**src/iphp_pkg.sv**
```systemverilog
// shared types and constants for the ip transport header parser
// no dependencies
package iphp_pkg;

    localparam int COUNT_WIDTH = 16;
    localparam logic [COUNT_WIDTH-1:0] COUNT_MAX = '1;
    localparam int QUEUE_DEPTH = 2;

    localparam logic [3:0] VER_V4 = 4'd4;
    localparam logic [3:0] VER_V6 = 4'd6;
    localparam logic [7:0] PROTO_ICMP = 8'd1;
    localparam logic [7:0] PROTO_TCP = 8'd6;
    localparam logic [7:0] PROTO_UDP = 8'd17;
    localparam logic [7:0] PROTO_ICMP6 = 8'd58;
    localparam logic [5:0] V6_HDR = 6'd40;
    localparam logic [5:0] SMALL_HDR = 6'd8;

    localparam logic [1:0] ST_PORTS_VALID = 2'd0;
    localparam logic [1:0] ST_NO_PORTS = 2'd1;
    localparam logic [1:0] ST_UNKNOWN = 2'd2;

    typedef enum logic [1:0] {
        MODE_NONE,
        MODE_V4,
        MODE_V6
    } t_mode;

    typedef struct packed {
        logic [1:0]   status;
        logic [3:0]   ip_version;
        logic [7:0]   protocol;
        logic [16:0]  source_port;
        logic [15:0]  destination_port;
        logic [6:0]   header_length;
        logic [16:0]  packet_length;
        logic [16:0]  data_length;
        logic [127:0] src_addr;
        logic [127:0] dst_addr;
    } t_summary;

endpackage

```
**src/iphp_front.sv**
```systemverilog
// byte parser: latches header fields by offset and builds a packet summary
// depends on iphp_pkg
module iphp_front (
    input  logic              i_clk,
    input  logic              i_rst_n,
    input  logic              i_cfg_we,
    input  logic              i_cfg_wdata,
    input  logic              i_accept,
    input  logic [7:0]        i_data_byte,
    input  logic              i_last_byte,
    output logic              o_sum_push,
    output iphp_pkg::t_summary o_sum
);

    logic                               r_v6_en;
    logic [iphp_pkg::COUNT_WIDTH-1:0]   r_count, n_count;
    logic [3:0]                         r_ver, n_ver;
    logic [5:0]                         r_ihb, n_ihb;
    logic [7:0]                         r_proto, n_proto;
    logic                               r_frag, n_frag;
    logic [15:0]                        r_len, n_len;
    logic [127:0]                       r_sa, n_sa;
    logic [127:0]                       r_da, n_da;
    logic [5:0]                         r_thb, n_thb;
    logic [15:0]                        r_pw0, n_pw0;
    logic [15:0]                        r_pw1, n_pw1;

    iphp_pkg::t_mode mode;
    logic [iphp_pkg::COUNT_WIDTH-1:0] off, rel;
    logic       sa_we, da_we;
    logic [3:0] sa_idx, da_idx;
    logic [5:0] tlen;
    logic [1:0] kind;
    logic [6:0] hdr;
    logic [16:0] plen;

    always_ff @(posedge i_clk) begin
        if (!i_rst_n) begin
            r_v6_en <= 1'b1;
        end else if (i_cfg_we) begin
            r_v6_en <= i_cfg_wdata;
        end
    end

    always_comb begin
        off = r_count;
        n_count = r_count;
        n_ver = r_ver;
        n_ihb = r_ihb;
        n_proto = r_proto;
        n_frag = r_frag;
        n_len = r_len;
        n_sa = r_sa;
        n_da = r_da;
        n_thb = r_thb;
        n_pw0 = r_pw0;
        n_pw1 = r_pw1;
        sa_we = 1'b0;
        da_we = 1'b0;
        sa_idx = '0;
        da_idx = '0;
        rel = '0;
        if (off == '0) begin
            n_ver = i_data_byte[7:4];
            if (n_ver == iphp_pkg::VER_V4) begin
                n_ihb = {i_data_byte[3:0], 2'b00};
            end else if (n_ver == iphp_pkg::VER_V6) begin
                n_ihb = iphp_pkg::V6_HDR;
            end else begin
                n_ihb = '0;
            end
        end
        if (n_ver == iphp_pkg::VER_V4) begin
            mode = iphp_pkg::MODE_V4;
        end else if (n_ver == iphp_pkg::VER_V6 && r_v6_en) begin
            mode = iphp_pkg::MODE_V6;
        end else begin
            mode = iphp_pkg::MODE_NONE;
        end
        if (mode == iphp_pkg::MODE_V4) begin
            if (off == 2) n_len[15:8] = i_data_byte;
            else if (off == 3) n_len[7:0] = i_data_byte;
            else if (off == 6) begin
                if (i_data_byte[4:0] != '0) n_frag = 1'b1;
            end else if (off == 7) begin
                if (i_data_byte != '0) n_frag = 1'b1;
            end else if (off == 9) n_proto = i_data_byte;
            else if (off >= 12 && off <= 15) begin
                sa_we = 1'b1;
                sa_idx = off[3:0];
            end else if (off >= 16 && off <= 19) begin
                da_we = 1'b1;
                da_idx = off[3:0] - 4'd4;
            end
        end else if (mode == iphp_pkg::MODE_V6) begin
            if (off == 4) n_len[15:8] = i_data_byte;
            else if (off == 5) n_len[7:0] = i_data_byte;
            else if (off == 6) n_proto = i_data_byte;
            else if (off >= 8 && off <= 23) begin
                sa_we = 1'b1;
                sa_idx = off[3:0] - 4'd8;
            end else if (off >= 24 && off <= 39) begin
                da_we = 1'b1;
                da_idx = off[3:0] - 4'd8;
            end
        end
        for (int i = 0; i < 16; i++) begin
            if (sa_we && sa_idx == i[3:0]) n_sa[127-8*i -: 8] = i_data_byte;
            if (da_we && da_idx == i[3:0]) n_da[127-8*i -: 8] = i_data_byte;
        end
        if (mode != iphp_pkg::MODE_NONE && off >= {{(iphp_pkg::COUNT_WIDTH-6){1'b0}}, n_ihb})
        begin
            rel = off - {{(iphp_pkg::COUNT_WIDTH-6){1'b0}}, n_ihb};
            if (rel == 0) n_pw0[15:8] = i_data_byte;
            else if (rel == 1) n_pw0[7:0] = i_data_byte;
            else if (rel == 2) n_pw1[15:8] = i_data_byte;
            else if (rel == 3) n_pw1[7:0] = i_data_byte;
            else if (rel == 12) n_thb = {i_data_byte[7:4], 2'b00};
        end
        if (r_count != iphp_pkg::COUNT_MAX) n_count = r_count + 1'b1;

        // summary from the updated state
        tlen = '0;
        kind = 2'd0;
        if (mode == iphp_pkg::MODE_V6 || !n_frag) begin
            if (n_proto == iphp_pkg::PROTO_TCP) begin
                tlen = n_thb;
                kind = 2'd1;
            end else if (n_proto == iphp_pkg::PROTO_UDP) begin
                tlen = iphp_pkg::SMALL_HDR;
                kind = 2'd1;
            end else if ((mode == iphp_pkg::MODE_V4 && n_proto == iphp_pkg::PROTO_ICMP) ||
                         (mode == iphp_pkg::MODE_V6 && n_proto == iphp_pkg::PROTO_ICMP6)) begin
                tlen = iphp_pkg::SMALL_HDR;
                kind = 2'd2;
            end
        end
        hdr = {1'b0, n_ihb} + {1'b0, tlen};
        plen = (mode == iphp_pkg::MODE_V4) ? {1'b0, n_len}
                                           : {1'b0, n_len} + 17'(iphp_pkg::V6_HDR);
        o_sum = '0;
        o_sum.ip_version = n_ver;
        if (mode == iphp_pkg::MODE_NONE) begin
            o_sum.status = iphp_pkg::ST_UNKNOWN;
        end else begin
            o_sum.status = iphp_pkg::ST_NO_PORTS;
            o_sum.protocol = n_proto;
            o_sum.header_length = hdr;
            o_sum.packet_length = plen;
            o_sum.data_length = (plen >= {10'd0, hdr}) ? plen - {10'd0, hdr} : '0;
            o_sum.src_addr = n_sa;
            o_sum.dst_addr = n_da;
            if (kind != 2'd0 && n_count >= iphp_pkg::COUNT_WIDTH'(hdr)) begin
                o_sum.status = iphp_pkg::ST_PORTS_VALID;
                if (kind == 2'd1) begin
                    o_sum.source_port = {1'b0, n_pw0};
                    o_sum.destination_port = n_pw1;
                end else begin
                    o_sum.source_port = {1'b0, n_pw0} + 17'd1;
                end
            end
        end
    end

    assign o_sum_push = i_accept && i_last_byte;

    always_ff @(posedge i_clk) begin
        if (!i_rst_n || o_sum_push) begin
            r_count <= '0;
            r_ver <= '0;
            r_ihb <= '0;
            r_proto <= '0;
            r_frag <= 1'b0;
            r_len <= '0;
            r_sa <= '0;
            r_da <= '0;
            r_thb <= '0;
            r_pw0 <= '0;
            r_pw1 <= '0;
        end else if (i_accept) begin
            r_count <= n_count;
            r_ver <= n_ver;
            r_ihb <= n_ihb;
            r_proto <= n_proto;
            r_frag <= n_frag;
            r_len <= n_len;
            r_sa <= n_sa;
            r_da <= n_da;
            r_thb <= n_thb;
            r_pw0 <= n_pw0;
            r_pw1 <= n_pw1;
        end
    end

endmodule

```
**src/iphp_back.sv**
```systemverilog
// summary queue and result emitter: two results per packet summary
// depends on iphp_pkg
module iphp_back (
    input  logic               i_clk,
    input  logic               i_rst_n,
    input  logic               i_sum_push,
    input  iphp_pkg::t_summary i_sum,
    output logic               o_full,
    input  logic               i_pop,
    output logic               o_empty,
    output iphp_pkg::t_summary o_head,
    output logic               o_phase
);

    iphp_pkg::t_summary r_q [iphp_pkg::QUEUE_DEPTH];
    logic [$clog2(iphp_pkg::QUEUE_DEPTH)-1:0] r_wp, r_rp;
    logic [$clog2(iphp_pkg::QUEUE_DEPTH):0]   r_cnt;
    logic r_phase;
    logic deq;

    assign o_full = (r_cnt == ($clog2(iphp_pkg::QUEUE_DEPTH)+1)'(iphp_pkg::QUEUE_DEPTH));
    assign o_empty = (r_cnt == '0);
    assign o_head = r_q[r_rp];
    assign o_phase = r_phase;
    assign deq = i_pop && !o_empty && r_phase;

    always_ff @(posedge i_clk) begin
        if (i_sum_push) r_q[r_wp] <= i_sum;
    end

    always_ff @(posedge i_clk) begin
        if (!i_rst_n) begin
            r_wp <= '0;
            r_rp <= '0;
            r_cnt <= '0;
            r_phase <= 1'b0;
        end else begin
            if (i_sum_push) r_wp <= r_wp + 1'b1;
            if (deq) r_rp <= r_rp + 1'b1;
            if (i_pop && !o_empty) r_phase <= !r_phase;
            if (i_sum_push && !deq) r_cnt <= r_cnt + 1'b1;
            else if (deq && !i_sum_push) r_cnt <= r_cnt - 1'b1;
        end
    end

endmodule

```
**src/ip_transport_header_parser_core.sv**
```systemverilog
// top level of the ip transport header parser
// depends on iphp_pkg, iphp_front, iphp_back
// Takes one packet byte per cycle while not full (IPv4 or IPv6 header first,
// last byte marked) and returns two result transactions per packet: source
// address with the five-tuple summary, then destination address. The front
// parser stalls only when its two-entry summary queue is full, and the output
// side drains one result per cycle.
module ip_transport_header_parser_core (
    input  logic         i_clk,
    input  logic         i_rst_n,
    input  logic         i_cfg_we,
    input  logic         i_cfg_wdata,
    input  logic         push,
    output logic         full,
    input  logic [7:0]   i_data_byte,
    input  logic         i_last_byte,
    output logic         empty,
    input  logic         pop,
    output logic [1:0]   o_status,
    output logic [3:0]   o_ip_version,
    output logic [7:0]   o_protocol,
    output logic [16:0]  o_source_port,
    output logic [15:0]  o_destination_port,
    output logic [6:0]   o_header_length,
    output logic [16:0]  o_packet_length,
    output logic [16:0]  o_data_length,
    output logic [63:0]  o_address_high,
    output logic [63:0]  o_address_low,
    output logic         o_is_destination,
    output logic         o_last
);

    logic               sum_push;
    iphp_pkg::t_summary sum, head;
    logic               phase;

    iphp_front u_front (
        .i_clk      (i_clk),
        .i_rst_n    (i_rst_n),
        .i_cfg_we   (i_cfg_we),
        .i_cfg_wdata(i_cfg_wdata),
        .i_accept   (push && !full),
        .i_data_byte(i_data_byte),
        .i_last_byte(i_last_byte),
        .o_sum_push (sum_push),
        .o_sum      (sum)
    );

    iphp_back u_back (
        .i_clk     (i_clk),
        .i_rst_n   (i_rst_n),
        .i_sum_push(sum_push),
        .i_sum     (sum),
        .o_full    (full),
        .i_pop     (pop),
        .o_empty   (empty),
        .o_head    (head),
        .o_phase   (phase)
    );

    assign o_status = head.status;
    assign o_ip_version = head.ip_version;
    assign o_protocol = head.protocol;
    assign o_source_port = head.source_port;
    assign o_destination_port = head.destination_port;
    assign o_header_length = head.header_length;
    assign o_packet_length = head.packet_length;
    assign o_data_length = head.data_length;
    assign o_address_high = phase ? head.dst_addr[127:64] : head.src_addr[127:64];
    assign o_address_low = phase ? head.dst_addr[63:0] : head.src_addr[63:0];
    assign o_is_destination = phase;
    assign o_last = phase;

endmodule

```
**config.mk**
```make
export PLATFORM = sky130hd
export DESIGN_NAME = ip_transport_header_parser_core
export DESIGN_NICKNAME = d
export VERILOG_FILES = /design/src/iphp_pkg.sv /design/src/iphp_front.sv /design/src/iphp_back.sv /design/src/ip_transport_header_parser_core.sv
export SDC_FILE = /design/constraint.sdc
export NUM_CORES = 2
export LEC_CHECK = 0
export ABC_AREA = 1
export BUFFER_PORTS_ARGS = -buffer_cell sky130_fd_sc_hd__buf_2
export CORE_MARGIN = 2
export CORE_UTILIZATION = 55
export DETAILED_ROUTE_END_ITERATION = 12
export GPL_TIMING_DRIVEN = 1
export PLACE_DENSITY = 0.86
export SLEW_MARGIN = 15
export SYNTH_ARGS = -nofsm -noshare
export SYNTH_HDL_FRONTEND = slang
export SYNTH_HIERARCHICAL = 1
export SYNTH_SLANG_ARGS = --single-unit
export TNS_END_PERCENT = 100
```
**constraint.sdc**
```tcl
create_clock -name i_clk -period 18.9 [get_ports i_clk]
set_input_delay 3.78 -clock i_clk [delete_from_list [all_inputs] [get_ports i_clk]]
set_output_delay 3.78 -clock i_clk [all_outputs]
set_load 0.005 [all_outputs]
```
# --- Word-level counts from Yosys, hierarchy flattened ---
# Memories as Yosys holds them, arrays and structs flattened. A register that Yosys moved wholly into a read port is not among the register bits.
# Cells that the tools add are included.
classes:
  addsub: 12
  n_lt_le_gt_ge: 11
  eq_ne: 54
  mux: 156
  reduce_logical: 68
op_table:
  columns: ["cell", "count"]
  rows:
  - ["$mux 8", 54]
  - ["$mux 338", 1]
  - ["$mux 16", 8]
  - ["$mux 64", 2]
  - ["$mux 4", 28]
  - ["$mux 6", 12]
  - ["$eq 16x2->1 const B", 4]
  - ["$eq 16x3->1 const B", 4]
  - ["$eq 4x4->1 const B", 16]
  - ["$mux 17", 3]
  - ["$eq 4x3->1 const B", 12]
  - ["$logic_and 1x1->1", 47]
  - ["$mux 1", 38]
  - ["$mux 33", 1]
  - ["$eq 16x4->1 const B", 2]
  - ["$ge 16x4->1 const B", 2]
  - ["$ge 16x5->1 const B", 2]
  - ["$le 16x5->1 const B", 2]
  - ["$logic_not 16->1", 2]
  - ["$mux 2", 9]
  - ["$add 16x1->17 const B", 1]
  - ["$add 16x6->17 const B", 1]
  - ["$ge 17x7->1", 1]
  - ["$sub 17x7->17", 1]
  - ["other kinds (29)", 48]
totals:
  regBits: 351
  mem_bits_rw: 688
  in_bits: 15
  out_inout_bits: 220
  word_cells: 318
  memories: 1
memory_table:
  columns: ["memory", "words", "word_bits", "read_ports", "rd_ports_with_merged_regs", "write_ports", "line_no", "text"]
  rows:
  - ["u_back.r_q", 2, 344, 1, 1, 1, "iphp_back.sv:15", "iphp_pkg::t_summary r_q [iphp_pkg::QUEUE_DEPTH];"]

# --- Longest topological paths before layout ---
logic_depth:
  ltp_word: 21
  mapped_depth: 43
  mapped_depth_nobuf: 40

# --- Hierarchy ---
# Netlist, hierarchy kept.
modules_own_cells:
  columns: ["mod", "instances", "cells_each", "area_per_inst_um2", "seq_area_each_um2"]
  rows:
  - ["iphp_back", 1, 1111, 25712.2, 20779.9]
  - ["iphp_front", 1, 3530, 22709.3, 6926.6]
  - ["ip_transport_header_parser_core", 1, 416, 1771.7, 0.0]

# --- Least setup slack after synthesis ---
# No wires, ideal clock.
synth_path:
  kind: "input to register"
  start: "input push"
  end: "memory u_back/r_q[0][0] in the netlist's numbering, enable pin"
  setup_time_ps: 1066
  arrival_time_ps: 18910
  t_required_ps: 17834
  path_slack_ps: -1077
  path_stages: 7
  path_cell_list: "inv_1 > nor2_1 > clkbuf_1 > nand2_1 > inv_1 > inv_1 > nor2_1"
synth_between:
  elab_chain_cells: 4
synth_rtl:
  columns: ["item", "line_no", "text"]
  rows:
  - ["from (decl)", "ip_transport_header_parser_core.sv:13", "input logic push,"]
  - ["$logic_and 1x1->1", "ip_transport_header_parser_core.sv:42", ".i_accept (push && !full),"]
  - ["$logic_and 1x1->1", "iphp_front.sv:165", "assign o_sum_push = i_accept && i_last_byte;"]
  - ["via sum_push", "ip_transport_header_parser_core.sv:33", "logic sum_push;"]
  - ["$mux 1", "iphp_back.sv:28", "if (i_sum_push) r_q[r_wp] <= i_sum;"]
  - ["$mux 1 (implied by the code)", "iphp_back.sv:28", null]
  - ["to (decl)", "iphp_back.sv:15", null]
# The timed path passes the listed nets, and every way through them passes these cells.

==> flow_metrics.tcl <==
set metrics [dict create \
    status "finished clean" \
    core_area_um2 90290 \
    drt_iter0_drc 3802 \
    ys_async_sr_fraction_pct 0 \
    worstMarginPinSlew_ps 1188 \
    r2r_slack_ps 11480 \
    drc 0 \
    r2r-end "u_back/r_q[1][268]" \
    place_inst 6210 \
    setup_slack_ps 9363 \
    overflow 0 \
    wl_per_cell_um 20.30 \
    drive_above_1_share_pct 18.19 \
    rr_worst_depth 37 \
    netlist.area_leader.share_pct 41.16 \
    cp-start-kind "input port" \
    die_area_um2 93690 \
    grt_util_all_layers_pct 26.98 \
    slowest_stage "inv_2" \
    rows 110 \
    cts_tree "done" \
    area_growth_pct 10.02 \
    die_h_um 306.1 \
    clk_latency_ps 690 \
    final_cell_area_um2 55220 \
    ys_top_cells_by_area "edfxtp_1 (41%), dfxtp_1 (14%), nand2_1 (8.3%), mux2_4 (4.8%), mux2_2 (4.1%)" \
    crit_type "in -> reg" \
    first_pass_iters 7 \
    preCtsSetupSlack_ps 8813 \
    htree_num_levels 3 \
    cts_root_buf "clkbuf_16" \
    ys_seq_area_share_pct 55.20 \
    leakage_nw 23.45 \
    crit_top_cell "nor2_1" \
    netlist_instances 5057 \
    hp-class "reg -> reg" \
    timing_hold_violations_final 0 \
    multi_input_area_um2 18880 \
    antenna_found_initial 1 \
    nets 5190 \
    cts_buffer_depth 3 \
    grt_max_degree 167 \
    synth_edf_count 688 \
    whs_endpoint "u_front/r_thb[1]" \
    fin_skew_ps 52.55 \
    synth_top_area_cell "edfxtp_1" \
    ys_warn_count 6 \
    hold_buffers 0 \
    cp_max_fo 34 \
    via_per_inst 5.785 \
    synth_area_um2 50190 \
    worstReg2RegStart "u_front/off[2]" \
    portBuffers 234 \
    dpl-instance-area_um2 51630 \
    p_total_mw 5.590 \
    wl_um 130100 \
    cellPowerDensity_nw_per_um2 101.2 \
    ir_drop_v 0.00008449 \
    period_share_pct 50.46 \
    cts_made_buffers 105 \
    maxCapViolCount 0 \
    boundaryPins 235 \
    synth_seq_cells 1040 \
    seqCellArea_um2 27710 \
    synth.most_common_cell "nand2_1" \
    place_hpwl_um 79180 \
    clkTransAtPathRegs_ps 70 \
    whs_ps 460.7 \
    start_util_pct 55.59 \
    max_freq_ghz 0.1049 \
    hold_path_depth 2 \
    fillCellCount 7025 \
    final_util_pct 61.16 \
    post-cts-setup-buffer-count 0 \
    vias 37080 \
    grt_pass1_vias 35780 \
    synth_fp_nets 5106 \
    grt_pass1_wl_um 198600 \
    gp_congestion 0.8963 \
    worst-endpoint-required_ps 19270 \
    rsz0062_at_grt "no" \
    syn_avg_cell_area_um2 9.925 \
    cts_resized 0 \
    cp.arrival_ps 9900 \
    min-delay-start "u_front/r_thb[1]" \
    cts.sinks 1040 \
    final_cells 6410 \
    fp.dieW_um 306.1 \
    max_stage_delay_ps 880 \
    antenna_cells 0 \
    detail-route-antenna-nets 0 \
    cp-end-kind "flop" \
    slew_viol_final 0 \
    fin_crit_ps 9537 \
    setup_viol 0 \
    yosysUniqueCellTypes 65 \
    slew_headroom_pct 20.82 \
    synth.cells.most_frequent "nand2_1 (1,115), edfxtp_1 (688), inv_1 (526)" \
    synth_flop_cell "edfxtp_1" \
    setup_tns_ps 0 \
]
[metal layers]
| metal | GRT usage (%) | up-vias | wire [um] |
|---|---|---|---|
| met3 | 4.334 | 301 | 10970 |
| met2 | 46.19 | 1784 | 63940 |
| met5 | 0 | - | 7 |
| met1 | 34.65 | 17840 | 50280 |
| met4 | 9.850 | 2 | 4899 |
| li1 | - | 17160 | - |
[worst max path at each step]
stage | startpoint | end | slack [ps]
after CTS | i_data_byte[4] | u_back/r_q[1][268] | 9460
final | i_data_byte[4] | u_back/r_q[1][268] | 9360
after detailed placement | i_data_byte[4] | u_back/r_q[1][268] | 8810
after floorplan | push | u_back/r_q[0][0] | 4950
after global placement | i_data_byte[4] | u_back/r_q[0][270] | 8900
after global routing | i_data_byte[4] | u_back/r_q[0][268] | 8900
[logic make-up after synthesis]
family / Yosys count / share of synthesized area [%]
AO/OA/AOI/OAI: 751 / 9.134
adder cells (fa/ha/maj): 34 / 0.8924
XOR/XNOR: 37 / 0.6606
flip-flops: 1040 / 55.20
buffers and inverters: 846 / 7.254
multiplexers: 426 / 10.55
AND/OR/NAND/NOR: 1923 / 16.31
[power by group]
group | switching (mW) | total, mW | internal, mW
clock | 0.886 | 2.13 | 1.25
combinational | 0.597 | 0.876 | 0.279
sequential | 0.0513 | 2.58 | 2.53
total | 1.53 | 5.59 | 4.06
[sequential cells by signal, indices dropped and copies added (netlist names), 2 cells and up, named ones only]
name	count
u_back/r_cnt	2
u_front/r_da	128
u_front/r_ver	4
u_front/r_sa	128
u_front/r_thb	6
u_front/r_proto	8
u_front/r_pw1	16
u_front/r_len	16
u_back/r_q	688
u_front/r_pw0	16
u_front/off	16
u_front/r_ihb	6
[layout by cell type (no fill, tap or decap), types with 166 or more instances in the layout]
master	n
nand2_1	1115
edfxtp_1	688
inv_1	518
nor2_1	517
dfxtp_1	350
o211ai_1	275
o21ai_0	259
buf_2	234
mux2_2	184
a21oi_1	166
[critical path, delay by kind of cell]
kind / cells / cell delay (ps)
AND/OR/NAND/NOR: 21 / 2440
buffers and inverters: 5 / 1740
adder cells (fa/ha/maj): 4 / 1290
AO/OA/AOI/OAI: 4 / 610
[cell type report]
type | instances | share of cell area (%)
Multi-Input combinational cell | 3171 | 34.18
Inverter | 553 | 3.822
Timing Repair Buffer | 270 | 2.633
Tap cell | 1176 | 2.665
Clock buffer | 143 | 5.334
Sequential cell | 1040 | 50.19
Clock inverter | 57 | 1.178
No activity file was read; power rests on OpenSTA's default activity.
